--- src/hw/rtl/tmph_pkg.sv ---
package tmph_pkg;

   // field widths of the result channel
   localparam int MID_W      = 12;
   localparam int HEAD_W     = 9;
   localparam int HEIGHT_W   = 12;
   localparam int RSP_FLD_W  = 2 * MID_W + HEAD_W;
   localparam int RSP_W      = ((RSP_FLD_W + 7) / 8) * 8;

   localparam logic [HEIGHT_W-1:0] HEIGHT_RST = 12'd480;

   // degree chain: one cell per whole degree inside the first octant
   localparam int F_W        = 6;
   localparam int OCT_DEG    = 45;
   localparam int CELL_CNT   = 44;

   // coordinate bits plus trig fraction bits always total this width
   localparam int TRIG_TOTAL = 62;

   localparam logic [63:0] PI_Q60  = 64'h3243F6A8885A308D;
   localparam logic [63:0] ONE_Q60 = 64'd1 << 60;

   // Taylor term divisors (2i)(2i+1) and (2i-1)(2i), i = 1..12
   localparam logic [63:0] SIN_DIV [0:11] = '{64'd6, 64'd20, 64'd42, 64'd72, 64'd110,
      64'd156, 64'd210, 64'd272, 64'd342, 64'd420, 64'd506, 64'd600};
   localparam logic [63:0] COS_DIV [0:11] = '{64'd2, 64'd12, 64'd30, 64'd56, 64'd90,
      64'd132, 64'd182, 64'd240, 64'd306, 64'd380, 64'd462, 64'd552};

   typedef enum logic [1:0] {
      QUAD_E,
      QUAD_N,
      QUAD_W,
      QUAD_S
   } tmph_quad_type;

   // sideband that travels with each item down the chain
   typedef struct packed {
      logic               live;
      logic               pose_valid;
      logic               swap;
      logic               exact;
      logic               eq;
      tmph_quad_type      quad;
      logic [MID_W-1:0]   mid_x;
      logic [MID_W-1:0]   mid_y;
   } tmph_side_type;

   // Q60 product, kept to 64 bits
   function automatic logic [63:0] mul_q60(input logic [63:0] a, input logic [63:0] b);
      logic [127:0] p;
      p = {64'd0, a} * {64'd0, b};
      return p[123:60];
   endfunction

   // sin or cos of k degrees in Q60 by a 13-term Taylor series (elaboration only)
   function automatic logic [63:0] trig_q60(input int unsigned k, input logic want_cos);
      logic [63:0] x;
      logic [63:0] x2;
      logic [63:0] ts;
      logic [63:0] tc;
      logic [63:0] s;
      logic [63:0] c;
      x  = (PI_Q60 / 64'd180) * 64'(k);
      x2 = mul_q60(x, x);
      ts = x;
      tc = ONE_Q60;
      s  = x;
      c  = ONE_Q60;
      for (int i = 0; i < 12; i++) begin
         ts = mul_q60(ts, x2) / SIN_DIV[i];
         tc = mul_q60(tc, x2) / COS_DIV[i];
         if (i[0] == 1'b0) begin
            s = s - ts;
            c = c - tc;
         end else begin
            s = s + ts;
            c = c + tc;
         end
      end
      return want_cos ? c : s;
   endfunction

endpackage

--- src/hw/rtl/tmph_out.sv ---
module tmph_out (
   input  logic                       clock,
   input  logic                       reset,
   input  logic [tmph_pkg::F_W-1:0]   f_i,
   input  tmph_pkg::tmph_side_type    side_i,
   output logic                       pipe_en,
   output logic                       rsp_tvalid,
   input  logic                       rsp_tready,
   output logic [tmph_pkg::RSP_W-1:0] rsp_tdata,
   output logic                       rsp_tuser
);
   import tmph_pkg::*;

   logic [F_W-1:0]       g;
   logic [9:0]           g10;
   logic [9:0]           oct10;
   logic [9:0]           head10;
   logic [HEAD_W-1:0]    heading;
   logic [RSP_FLD_W-1:0] pipe_data;
   logic                 out_take;

   logic                 out_vld_in, out_vld_ff;
   logic                 skid_vld_in, skid_vld_ff;
   logic                 out_load, skid_load;
   logic [RSP_FLD_W-1:0] out_data_in, out_data_ff;
   logic                 out_pv_in, out_pv_ff;
   logic [RSP_FLD_W-1:0] skid_data_ff;
   logic                 skid_pv_ff;

   // unfold the octant angle into the full circle
   always_comb begin
      g     = side_i.eq ? F_W'(OCT_DEG) : f_i;
      g10   = 10'(g);
      if (side_i.swap) begin
         oct10 = side_i.exact ? (10'd90 - g10) : (10'd89 - g10);
      end else begin
         oct10 = g10;
      end
      case (side_i.quad)
         QUAD_E:  head10 = oct10;
         QUAD_N:  head10 = side_i.exact ? (10'd180 - oct10) : (10'd179 - oct10);
         QUAD_W:  head10 = 10'd180 + oct10;
         QUAD_S:  head10 = side_i.exact ? (10'd360 - oct10) : (10'd359 - oct10);
         default: head10 = '0;
      endcase
      heading   = side_i.pose_valid ? head10[HEAD_W-1:0] : '0;
      pipe_data = {heading, side_i.mid_y, side_i.mid_x};
   end

   // output register plus one skid entry; the chain moves while the skid is empty
   always_comb begin
      out_take    = out_vld_ff && rsp_tready;
      pipe_en     = !skid_vld_ff;
      out_vld_in  = out_vld_ff;
      skid_vld_in = skid_vld_ff;
      out_load    = 1'b0;
      skid_load   = 1'b0;
      out_data_in = pipe_data;
      out_pv_in   = side_i.pose_valid;
      if (skid_vld_ff) begin
         if (out_take) begin
            out_load    = 1'b1;
            out_data_in = skid_data_ff;
            out_pv_in   = skid_pv_ff;
            skid_vld_in = 1'b0;
         end
      end else if (side_i.live) begin
         if (!out_vld_ff || out_take) begin
            out_load   = 1'b1;
            out_vld_in = 1'b1;
         end else begin
            skid_load   = 1'b1;
            skid_vld_in = 1'b1;
         end
      end else if (out_take) begin
         out_vld_in = 1'b0;
      end
   end

   always_ff @(posedge clock) begin
      if (reset) begin
         out_vld_ff  <= 1'b0;
         skid_vld_ff <= 1'b0;
      end else begin
         out_vld_ff  <= out_vld_in;
         skid_vld_ff <= skid_vld_in;
      end
   end

   always_ff @(posedge clock) begin
      if (out_load) begin
         out_data_ff <= out_data_in;
         out_pv_ff   <= out_pv_in;
      end
      if (skid_load) begin
         skid_data_ff <= pipe_data;
         skid_pv_ff   <= side_i.pose_valid;
      end
   end

   assign rsp_tvalid = out_vld_ff;
   assign rsp_tdata  = {{(RSP_W - RSP_FLD_W){1'b0}}, out_data_ff};
   assign rsp_tuser  = out_pv_ff;

`ifndef ASSERT_OFF
   // the skid only holds an item behind a waiting output
   a_skid_behind_out: assert property (@(posedge clock) disable iff (reset)
      skid_vld_ff |-> out_vld_ff)
      else $error("skid entry without output entry");

   // a full skid with no transfer stays full
   a_skid_holds: assert property (@(posedge clock) disable iff (reset)
      (skid_vld_ff && !rsp_tready) |=> skid_vld_ff)
      else $error("skid entry lost while output stalled");

   // heading stays within one turn
   a_heading_range: assert property (@(posedge clock) disable iff (reset)
      out_vld_ff |-> (out_data_ff[RSP_FLD_W-1:2*MID_W] < 9'd360))
      else $error("heading out of range");

   // coincident tags report heading zero
   a_invalid_zero: assert property (@(posedge clock) disable iff (reset)
      (out_vld_ff && !out_pv_ff) |-> (out_data_ff[RSP_FLD_W-1:2*MID_W] == '0))
      else $error("invalid pose with nonzero heading");
`endif

endmodule

--- config.mk ---
export PLATFORM = sky130hd
export DESIGN_NAME = tmph_out
export DESIGN_NICKNAME = d
export VERILOG_FILES = /design/src/hw/rtl/tmph_pkg.sv /design/src/hw/rtl/tmph_out.sv
export SDC_FILE = /design/constraint.sdc
export NUM_CORES = 1
export LEC_CHECK = 0
export BUFFER_PORTS_ARGS = -buffer_cell sky130_fd_sc_hd__buf_2
export CORE_ASPECT_RATIO = 1.75
export CORE_MARGIN = 3
export CORE_UTILIZATION = 50
export DETAILED_ROUTE_END_ITERATION = 16
export PLACE_DENSITY = 0.74
export SLEW_MARGIN = 20
export SYNTH_ARGS = -nofsm -noshare
export SYNTH_HDL_FRONTEND = slang
export SYNTH_SLANG_ARGS = --single-unit
--- constraint.sdc ---
create_clock -name clock -period 4.8 [get_ports clock]
set_input_delay 0.96 -clock clock [delete_from_list [all_inputs] [get_ports clock]]
set_output_delay 0.96 -clock clock [all_outputs]
set_load 0.01 [all_outputs]
[Word level (Yosys, flattened, before mapping)]
Index checks and enable logic that the tools add are counted.
Cells by class
  equality and inequality tests: 4
  bitwise operators: 1
  $add $sub $neg: 7
  reduce and logical (&&, ||, !) cells: 7
  muxes and demuxes: 23
Operators by type and width (number)
  $mux W33: 2
  $mux W9: 5
  $pmux W9 S4: 1
  $sub A8 B9 Y9 const A: 2
  $sub A9 B9 Y9 const A: 2
  $sub A7 B6 Y8 const A: 2
  $mux W1: 14
  $add A8 B9 Y9 const A: 1
  $mux W6: 1
  $eq A2 B2 Y1 const B: 2
  $reduce_and A3 Y1: 1
  $eq A2 B1 Y1 const B: 1
  $logic_not A1 Y1: 2
  $logic_not A2 Y1: 1
  $ne A2 B1 Y1 const B: 1
  $reduce_bool A2 Y1: 1
  $logic_and A1 B1 Y1: 1
  $logic_or A1 B1 Y1: 1
  $not A1 Y1: 1
Word-level totals
  bits of input ports: 40
  word-level logic and storage cells: 48
  bits in registers: 70
  output and inout bits: 43

[Logic depth before layout (Yosys ltp)]
Gate-level depths: netlist (run 1).
  depth after elaboration: 10
  mapped depth: 15
  gate-level depth less buffers: 14

[Least setup slack after synthesis (run 1)]
Ideal clock, no wire load.
  kind: input port to flip-flop
  start: in side_i[26] in the netlist's numbering
  end: reg out_data_ff[28] (data pin)
  path buffers: 1
  library setup time: 0.260 ns
  data required time: 4.540 ns
  arrival: 3.480 ns
  setup slack: 1.060 ns
  stages: 15
  cells stage by stage: buf_2 > nor2_2 > inv_2 > ha_1 > o2111a_1 > or3_4 > nor2_4 > inv_2 > ha_1 > a31oi_1 > o2bb2ai_1 > a311oi_1 > a31oi_1 > o21a_1 > mux2_2
On the way
  word-level cells in the longest chain between the ends: 10
  elaborated cells on any way between the ends: 16
  classes of those cells: 7 x add/sub; 9 x mux
RTL lines
  start, declared: line tmph_out.sv:5  | input tmph_pkg::tmph_side_type side_i,
  $mux W6 *: line tmph_out.sv:32  | g = side_i.eq ? F_W'(OCT_DEG) : f_i;
  $sub A7 B6 Y8: line tmph_out.sv:35  | oct10 = side_i.exact ? (10'd90 - g10) : (10'd89 - g10);
  $mux W9: line tmph_out.sv:35
  $mux W9 *: line tmph_out.sv:34  | if (side_i.swap) begin
  $sub A9 B9 Y9 or $sub A8 B9 Y9 (tied branches): line tmph_out.sv:43, tmph_out.sv:41
  $mux W9 (on tied branches): line tmph_out.sv:43, tmph_out.sv:41
  $pmux W9 S4 *: line tmph_out.sv:39  | case (side_i.quad)
  $mux W9 *: line tmph_out.sv:46  | heading = side_i.pose_valid ? head10[HEAD_W-1:0] : '0;
  named net heading[4]: line tmph_out.sv:18  | logic [HEAD_W-1:0] heading;
  $mux W33: line tmph_out.sv:61  | if (out_take) begin
  $mux W33 *: line tmph_out.sv:60  | if (skid_vld_ff) begin
  named net out_data_in[28]: line tmph_out.sv:25  | logic [RSP_FLD_W-1:0] out_data_in, out_data_ff;
  end signal, assigned: line tmph_out.sv:92  | out_data_ff <= out_data_in;
  end, declared: line tmph_out.sv:25
The timed path passes the listed nets; every way through them passes the cells marked *.
A chain may end at the register's enable or synchronous reset.

[Final worst setup path (run 1)]
Same ends and word-level chain as after synthesis.

==> flow_metrics.env, run 1 <==
export IMPL_outcome="complete, no violations"
export IMPL_finalSetupTns_ns=0
export IMPL_cts_tree="yes"
export IMPL_critical_path_class="in2reg"
export IMPL_cp_required_ns=4.87
export IMPL_maxSlewViolCount=0
export IMPL_antenna_left=0
export IMPL_synth_cells=348
export IMPL_ys_warn_count=0
export IMPL_nets=470
export IMPL_grt_pass1_wl_um=12900
export IMPL_worst_pin_slew_ns=0.835
export IMPL_wl_met2_um=4190
export IMPL_synth_area_leaders="edfxtp_1 (55%), nand2_1 (9.4%), ha_1 (3.0%), a21oi_1 (2.3%), o21ai_0 (1.7%)"
export IMPL_slowest_stage="or3_4"
export IMPL_setup_violations=0
export IMPL_grt_usage_pct=19.1
export IMPL_chipHeight_um=121
export IMPL_cts_num_sinks=70
export IMPL_finalCritPeriodShare_pct=77.5
export IMPL_diodes=0
export IMPL_ys_seq_area_share_pct=55.6
export IMPL_antenna_found_initial=0
export IMPL_post_cts_resize_count=0
export IMPL_wl_met1_um=3150
export IMPL_top_layer_used="met4"
export IMPL_hold_path_class="reg2reg"
export IMPL_relSlewSlack_pct=44.2
export IMPL_hold_viol_final=0
export IMPL_cp_cell_sequence="buf_2 > nor2_2 > inv_2 > ha_1 > o2111a_1 > or3_4 > nor2_4 > inv_2 > ha_1 > a31oi_1 > o2bb2ai_1 > a311oi_1 > a31oi_1 > o21a_1 > mux2_2"
export IMPL_grt_max_degree=35
export IMPL_firstDrtPassIters=5
export IMPL_peakVddDrop_uv=185
export IMPL_gp_congestion=0.890
export IMPL_grt_pass1_vias=2702
export IMPL_cts_buffers=9
export IMPL_hold_buffers=0
export IMPL_vias=2811
export IMPL_clockBufferDepth=2
export IMPL_cp_buffers_inverters=3
export IMPL_synth_edf_count=68
export IMPL_overflow=0
export IMPL_place_hpwl_um=5610
export IMPL_fmax_ghz=0.269
export IMPL_viasPerCell=5.50
export IMPL_design_core_area_sq_mm=0.00723
export IMPL_cts_root_buf="clkbuf_16"
export IMPL_synth_seq_cells=70
export IMPL_avgSynthCellArea_sq_um=10.8
export IMPL_clk_pin_slew_ns=0.05
export IMPL_dieArea_sq_mm=0.00861
export IMPL_max_stage_delay_ns=0.34
export IMPL_p_leak_uw=0.00187
export IMPL_syn_area_sq_mm=0.00375
export IMPL_cp_end_kind="flop"
export IMPL_floorplan_rows=41
export IMPL_period_minus_slack_ns=3.72
export IMPL_cap_viol_max_count=0
export IMPL_yosysMostFrequentCell="nand2_1"
export IMPL_skew_ns=0.00415
export IMPL_cp_start_kind="input pin"
export IMPL_nFillCells=575
export IMPL_dr_first_iter_drc_count=163
export IMPL_drcViolationCount=0
export IMPL_worstPathArrival_ns=3.79
export IMPL_synthFlopType="edfxtp_1"
export IMPL_post_cts_buffers=0
export IMPL_ios=83
export IMPL_synth_top_cell_area_share_pct=54.5
export IMPL_dr_wl_met3_um=431
export IMPL_drive_gt1_share_pct=27.8
export IMPL_numPortBuffers=75
export IMPL_htreeDepth=3
export IMPL_crit_path_max_fanout=15
export IMPL_wire_per_inst_um=15.5
export IMPL_start_util_pct=51.8
export IMPL_synth_cells_most_frequent="nand2_1 (94), edfxtp_1 (68), a21oi_1 (17)"
export IMPL_finish_utilization_pct=62.8
export IMPL_die_w_um=71.4
export IMPL_syn2layout_area_growth_pct=21.2
export IMPL_routed_wl_um=7920
export IMPL_rsz0062_at_grt="false"
export IMPL_synthArstFlopShare_pct=0
export IMPL_synth_area_leader_cell="edfxtp_1"
export IMPL_clk_latency_ns=0.33
export IMPL_pwr_density_cell_mw_per_mm2=380
export IMPL_critPathTopFamily="compound AO/OA/AOI/OAI gates"
export IMPL_power_uw=1730
export IMPL_netlist_cell_type_count=64
## cells by family (layout without fill, tap and decap cells)
group,after synthesis,in the layout,share of synthesized area [%]
compound gates,64,64,12.9
other cells,1,7,0.100
xor+xnor,7,7,1.84
buf+inv,38,109,4.94
fa+ha+maj,9,9,3.01
mux,9,9,2.81
simple gates,150,150,18.8
flops,70,70,55.6
## metrics by stage
| stage | cell area, sq um | hold slack [ns] | setup WS (ns) | std cells |
|---|---|---|---|---|
| after global routing | 4540 | 0.508 | 0.876 | 511 |
| after floorplan | 3770 | 0.484 | 1.06 | 354 |
| after detailed placement | 4160 | 0.494 | 0.771 | 495 |
| after CTS | 4510 | 0.503 | 1.11 | 510 |
| after global placement | 4160 | 0.487 | 0.874 | 495 |
| final | 4540 | 0.503 | 1.08 | 511 |
## layout make-up
type | instances | area (sq um) | area share [%]
flip-flops and latches | 70 | 2080 | 45.9
well taps | 86 | 108 | 2.37
inverters | 14 | 52.6 | 1.16
repair buffers | 80 | 433 | 9.53
multi-input cells | 246 | 1510 | 33.3
clock buffers | 11 | 233 | 5.13
clock inverters | 4 | 120 | 2.65
## flip-flops by register name, summed over array words and instances, names as in the netlist
register,count
out_data_ff,33
rsp_tuser,1
rsp_tvalid,1
skid_data_ff,33
skid_pv_ff,1
skid_vld_ff,1
## routing by layer
metal,track usage (%),vias to the layer above
li1,-,1372
met1,22.5,1330
met2,32.8,99
met3,3.58,10
met4,9.53,0
met5,0,-
## cells in the final DEF (no fill, tap or decap), types with 5 or more instances in the layout
cell,n
buf_2,75
nor2_1,10
clkbuf_16,9
edfxtp_1,68
nand2_1,94
and3_1,6
o21ai_0,13
a21oi_1,16
inv_1,10
conb_1,7
xnor2_1,6
nand3_1,8
ha_1,9
and2_1,5
## where the power goes
group | switching, uW | internal, uW
clock | 227 | 557
sequential | 8.81 | 713
combinational | 135 | 86.8
total | 370 | 1360
## tightest hold or removal path: cells and delay by family (launching register included)
kind,cells,cell delay [ns]
flip-flops,1,0.31
AND/OR/NAND/NOR,2,0.08
## path summary, 6_finish.rpt
path	endpoint	from	slack (ns)	cells past startpoint
worst min-delay path	out_data_ff[16]	skid_data_ff[16]	0.50	2
worst max register to register	out_data_ff[29]	rsp_tvalid	2.73	5
worst max-delay path	out_data_ff[28]	side_i[26]	1.08	15
worst min register to register	out_data_ff[16]	skid_data_ff[16]	0.50	2
Power figures use the tool's default switching activity.
==> run 2, diff against run 1 <==
--- a/config.mk
+++ b/config.mk
@@ -8,9 +8,9 @@
 export BUFFER_PORTS_ARGS = -buffer_cell sky130_fd_sc_hd__buf_2
 export CORE_ASPECT_RATIO = 1.75
 export CORE_MARGIN = 3
-export CORE_UTILIZATION = 50
+export CORE_UTILIZATION = 49
 export DETAILED_ROUTE_END_ITERATION = 16
-export PLACE_DENSITY = 0.74
+export PLACE_DENSITY = 0.76
 export SLEW_MARGIN = 20
 export SYNTH_ARGS = -nofsm -noshare
 export SYNTH_HDL_FRONTEND = slang
==> constraint.sdc (replaced) <==
create_clock -name clock -period 3 [get_ports clock]
set_input_delay 0.6 -clock clock [delete_from_list [all_inputs] [get_ports clock]]
set_output_delay 0.6 -clock clock [all_outputs]
set_load 0.01 [all_outputs]
==> run 2 against run 1 <==
  * Non-clock buffer count increased by 23
  * Core utilization increased by 0.71 points
  * Worst hold slack worse by 0.041 ns
  * First-iteration DRC count is 3.1% lower
  * Clock-buffer cell count fell by 1
  * Largest power group is now sequential cells
  * Critical path type unchanged
  * Global-route usage up 0.76 points
  * Die area rose by 1.9%
  * Critical endpoint unchanged
==> flow_metrics.env, run 2 (synthesized netlist as in run 1, its figures left out) <==
export IMPL_p_sw_uw=595
export IMPL_hold_path_startpoint="reset"
export IMPL_global_route_usage_met2_pct=34.5
export IMPL_relSlewSlack_pct=50.0
export IMPL_crit_path_max_fanout=4
export IMPL_cts_buffers=9
export IMPL_layout_common_cells="nand2_1 (94), buf_2 (75), edfxtp_1 (68)"
export IMPL_wire_per_inst_um=15.7
export IMPL_cp_start_kind="input pin"
export IMPL_grt_pass1_wl_um=13500
export IMPL_antenna_found_initial=0
export IMPL_clk_pin_slew_ns=0.05
export IMPL_rr_startpoint="rsp_tvalid"
export IMPL_start_util_pct=51.1
export IMPL_routed_wl_um=8400
export IMPL_grt_busiest_layer="met2"
export IMPL_diodes=0
export IMPL_dieArea_sq_mm=0.00877
export IMPL_intPower_uw=1850
export IMPL_cap_viol_max_count=0
export IMPL_finalCritPeriodShare_pct=96.7
export IMPL_place_ws_ns=-0.222
export IMPL_cp_cell_sequence="buf_2 > nor2_4 > inv_4 > ha_4 > mux2_4 > o311ai_4 > a21oi_4 > ha_1 > a21oi_1 > a311oi_1 > a31oi_1 > o21a_1 > mux2_2"
export IMPL_worst_pin_slew_ns=0.749
export IMPL_p_seq_share_pct=47.3
export IMPL_cp_num_cells=13
export IMPL_fmax_ghz=0.345
export IMPL_largestRegisters="out_data_ff: 33 flops, skid_data_ff: 33 flops"
export IMPL_finish_utilization_pct=63.5
export IMPL_drive_gt1_share_pct=32.1
export IMPL_p_leak_uw=0.00193
export IMPL_setup_slack_ns=0.0995
export IMPL_hold_path_class="in2reg"
export IMPL_critPathTopFamily="compound AO/OA/AOI/OAI gates"
export IMPL_clockBufferDepth=2
export IMPL_placed_cell_area_sq_mm=0.00440
export IMPL_r2r_slack_ns=1.21
export IMPL_pwr_density_cell_mw_per_mm2=526
export IMPL_worstPathArrival_ns=2.97
export IMPL_die_w_um=72.1
export IMPL_final_common_cell="nand2_1"
export IMPL_skew_ns=0.00462
export IMPL_swShare_pct=24.3
export IMPL_met3_usage_pct=4.13
export IMPL_ios=83
export IMPL_nets=493
export IMPL_drcViolationCount=0
export IMPL_min_path_cells=2
export IMPL_fin_area_sq_mm=0.00466
export IMPL_firstDrtPassIters=4
export IMPL_cts_root_buf="clkbuf_16"
export IMPL_r2r_end="skid_data_ff[0]"
export IMPL_grt_pass1_vias=2794
export IMPL_overflow=0
export IMPL_vias=2919
export IMPL_gp_congestion=0.943
export IMPL_cts_num_sinks=70
export IMPL_slowest_stage="ha_1"
export IMPL_clk_latency_ns=0.32
export IMPL_period_minus_slack_ns=2.90
export IMPL_outcome="complete, no violations"
export IMPL_reg2reg_depth=3
export IMPL_critical_path_class="in2reg"
export IMPL_cp_required_ns=3.07
export IMPL_grtUsageMet1_pct=21.7
export IMPL_cts_tree="yes"
export IMPL_cp_end_kind="flop"
export IMPL_syn2layout_area_growth_pct=24.3
export IMPL_max_stage_delay_ns=0.31
export IMPL_cp_buffers_inverters=2
export IMPL_viasPerCell=5.47
export IMPL_antenna_left=0
export IMPL_dr_first_iter_drc_count=158
export IMPL_setup_violations=0
export IMPL_post_cts_resize_count=0
export IMPL_place_hpwl_um=6380
export IMPL_numPortBuffers=75
export IMPL_hold_viol_final=0
export IMPL_peakVddDrop_uv=290
export IMPL_hold_buffers=0
export IMPL_whs_endpoint="rsp_tvalid"
export IMPL_grt_usage_pct=19.9
export IMPL_chipHeight_um=122
export IMPL_design_core_area_sq_mm=0.00734
export IMPL_clock_power_share_pct=36.6
export IMPL_grt_max_degree=32
export IMPL_htreeDepth=3
export IMPL_power_frac_comb_pct=16.1
export IMPL_floorplan_rows=41
export IMPL_maxSlewViolCount=0
export IMPL_finalSetupTns_ns=0
export IMPL_rsz0062_at_grt="false"
export IMPL_post_cts_buffers=0
[run 2: power by group through the flow]
| stage | Sequential [uW] | Clock [uW] | Combinational (uW) |
|---|---|---|---|
| floorplan | 1200 | 0 | 223 |
| detailed placement | 1180 | 0 | 394 |
| global route | 1160 | 962 | 432 |
| CTS | 1160 | 921 | 395 |
| finish | 1160 | 897 | 393 |
| global placement | 1170 | 0 | 384 |
[run 2: final cells by class]
cell class / instances / area (sq um)
multi-input cells: 246 / 1570
clock inverters: 5 / 27.5
flip-flops and latches: 70 / 2080
repair buffers: 103 / 586
fillers: 589 / 2680
inverters: 14 / 55.1
clock buffers: 10 / 229
well taps: 86 / 108
[run 2: worst max-delay path by stage]
stage,startpoint,slack [ns],endpoint
finish,f_i[0],0.1,out_data_ff[28]
global route,f_i[0],0.03,out_data_ff[28]
CTS,f_i[0],0.12,out_data_ff[28]
detailed placement,f_i[0],-0.22,out_data_ff[28]
global placement,f_i[0],-0.12,out_data_ff[28]
floorplan,side_i[26],-0.11,out_data_ff[28]
[run 2: layer usage]
metal / up-vias / share of wire [%]
met4: 0 / 4.3
met2: 111 / 53
met5: - / 0
li1: 1421 / -
met1: 1367 / 37
met3: 20 / 5.5
[run 2: per-stage QoR]
stage	power (uW)	instances	hold WS (ns)
2_1_floorplan	1420	354	0.484
3_5_place_dp	1570	519	0.494
6_report	2450	534	0.462
5_1_grt	2560	534	0.447
3_3_place_gp	1560	519	0.488
4_1_cts	2470	534	0.446
==> run 3, diff against run 2 <==
--- a/config.mk
+++ b/config.mk
@@ -8,9 +8,10 @@
 export BUFFER_PORTS_ARGS = -buffer_cell sky130_fd_sc_hd__buf_2
 export CORE_ASPECT_RATIO = 1.75
 export CORE_MARGIN = 3
-export CORE_UTILIZATION = 49
+export CORE_UTILIZATION = 50
+export CTS_BUF_LIST = sky130_fd_sc_hd__clkbuf_2
 export DETAILED_ROUTE_END_ITERATION = 16
-export PLACE_DENSITY = 0.76
+export PLACE_DENSITY = 0.77
 export SLEW_MARGIN = 20
 export SYNTH_ARGS = -nofsm -noshare
 export SYNTH_HDL_FRONTEND = slang
==> run 3 against run 2 <==
  * Final area fell by 2.7%
  * Critical path depth rose by 2
  * Clock-buffer cell count did not move
  * Worst setup slack improved by 0.16 ns
  * Register-to-register slack improved by 0.07 ns
  * Highest routed layer unchanged
  * Flip-flop and latch count did not move
  * Non-clock buffer count rose by 4
  * Via count rose by 1.7%
  * Largest cell class unchanged
==> flow_metrics.env, run 3 (synthesized netlist as in run 1, its figures left out) <==
export IMPL_maxSlewViolCount=0
export IMPL_fmax_ghz=0.365
export IMPL_die_w_um=71.4
export IMPL_skew_ns=0.0176
export IMPL_worstPathArrival_ns=2.96
export IMPL_dr_first_iter_drc_count=193
export IMPL_post_cts_resize_count=0
export IMPL_drive_gt1_share_pct=33.2
export IMPL_cp_cell_sequence="buf_2 > nor2_4 > inv_4 > ha_4 > o2111a_1 > or3_4 > nor2_4 > inv_2 > ha_4 > a31oi_4 > o2bb2ai_1 > a311oi_1 > a31oi_1 > o21a_1 > mux2_2"
export IMPL_firstDrtPassIters=4
export IMPL_dieArea_sq_mm=0.00861
export IMPL_outcome="complete, no violations"
export IMPL_cp_required_ns=3.22
export IMPL_viasPerCell=5.52
export IMPL_numPortBuffers=75
export IMPL_place_hpwl_um=6660
export IMPL_fin_area_sq_mm=0.00453
export IMPL_clk_latency_ns=0.46
export IMPL_grt_max_degree=35
export IMPL_cp_end_kind="flop"
export IMPL_chipHeight_um=121
export IMPL_hold_buffers=0
export IMPL_overflow=0
export IMPL_syn2layout_area_growth_pct=21.0
export IMPL_peakVddDrop_uv=184
export IMPL_diodes=0
export IMPL_grt_pass1_vias=3022
export IMPL_worst_pin_slew_ns=0.597
export IMPL_clk_pin_slew_ns=0.17
export IMPL_pwr_density_cell_mw_per_mm2=450
export IMPL_final_common_cell="nand2_1"
export IMPL_cp_buffers_inverters=3
export IMPL_relSlewSlack_pct=59.2
export IMPL_p_leak_uw=0.00189
export IMPL_hold_path_class="in2reg"
export IMPL_cts_buffers=9
export IMPL_placed_cell_area_sq_mm=0.00443
export IMPL_design_core_area_sq_mm=0.00723
export IMPL_cts_tree="yes"
export IMPL_slowest_stage="or3_4"
export IMPL_start_util_pct=51.8
export IMPL_whs_ns=0.289
export IMPL_nets=497
export IMPL_cp_start_kind="input pin"
export IMPL_grt_pass1_wl_um=14000
export IMPL_finish_utilization_pct=62.7
export IMPL_finalCritPeriodShare_pct=91.2
export IMPL_drcViolationCount=0
export IMPL_gp_congestion=0.869
export IMPL_setup_violations=0
export IMPL_largestRegisters="out_data_ff: 33 flops, skid_data_ff: 33 flops"
export IMPL_grt_usage_pct=20.8
export IMPL_clockBufferDepth=2
export IMPL_crit_path_max_fanout=5
export IMPL_routed_wl_um=8720
export IMPL_hold_viol_final=0
export IMPL_setup_slack_ns=0.264
export IMPL_critical_path_class="in2reg"
export IMPL_floorplan_rows=41
export IMPL_vias=2968
export IMPL_cts_num_sinks=70
export IMPL_place_ws_ns=-0.193
export IMPL_post_cts_buffers=0
export IMPL_power_uw=2040
export IMPL_antenna_left=0
export IMPL_antenna_found_initial=0
export IMPL_htreeDepth=3
export IMPL_cts_root_buf="clkbuf_2"
export IMPL_wire_per_inst_um=16.2
export IMPL_cap_viol_max_count=0
export IMPL_ios=83
export IMPL_layout_common_cells="nand2_1 (94), buf_2 (75), edfxtp_1 (68)"
export IMPL_max_stage_delay_ns=0.40
export IMPL_rsz0062_at_grt="false"
export IMPL_critPathTopFamily="compound AO/OA/AOI/OAI gates"
export IMPL_period_minus_slack_ns=2.74
-- run 3: changes by cell type in the layout (fill, tap and decap cells not counted) --
cell	before	now
buf_4	28	32
bufinv_16	0	1
clkbuf_1	1	0
clkbuf_16	9	0
clkbuf_2	0	10
clkinv_1	3	2
clkinv_2	1	2
clkinvlp_4	2	1
-- run 3: worst register-to-register path, delay by kind of cell, from the launching register on --
family | cells | cell delay (ns)
flip-flops | 1 | 0.49
buffers and inverters | 1 | 0.39
AND/OR/NAND/NOR | 2 | 0.49
-- run 3: final timing paths --
path              startpoint          endpoint  slack [ns]  cells after the start
min                    reset        rsp_tvalid        0.29                      2
max                   f_i[0]   out_data_ff[28]        0.26                     15
max reg2reg       rsp_tvalid  skid_data_ff[28]        1.28                      3
min reg2reg  skid_data_ff[3]    out_data_ff[3]        0.52                      2
-- run 3: report_power, final --
group | switching (uW) | total (uW) | internal (uW)
logic | 233 | 403 | 170
registers | 15.7 | 1150 | 1140
clock network | 297 | 483 | 186
-- run 3: cell type report --
type                    count  area, sq um
fillers                   616         2700
flip-flops and latches     70         2080
multi-input cells         246         1570
repair buffers            107          616
well taps                  86          108
inverters                  14         55.1
clock inverters             5         51.3
clock buffers              10         50.0
-- run 3: through the flow --
| step | setup TNS, ns | cells |
|---|---|---|
| global placement | -0.319 | 523 |
| CTS | 0 | 538 |
| global route | 0 | 538 |
| detailed placement | -0.774 | 523 |
| finish | 0 | 538 |
| floorplan | -0.146 | 354 |
-- run 3: layer usage --
metal	up-vias	global-route usage (%)	wire [um]
li1	1437	-	-
met1	1414	21.5	3250
met2	101	38.9	4830
met3	16	3.49	438
met4	0	10.1	200
met5	-	0	0
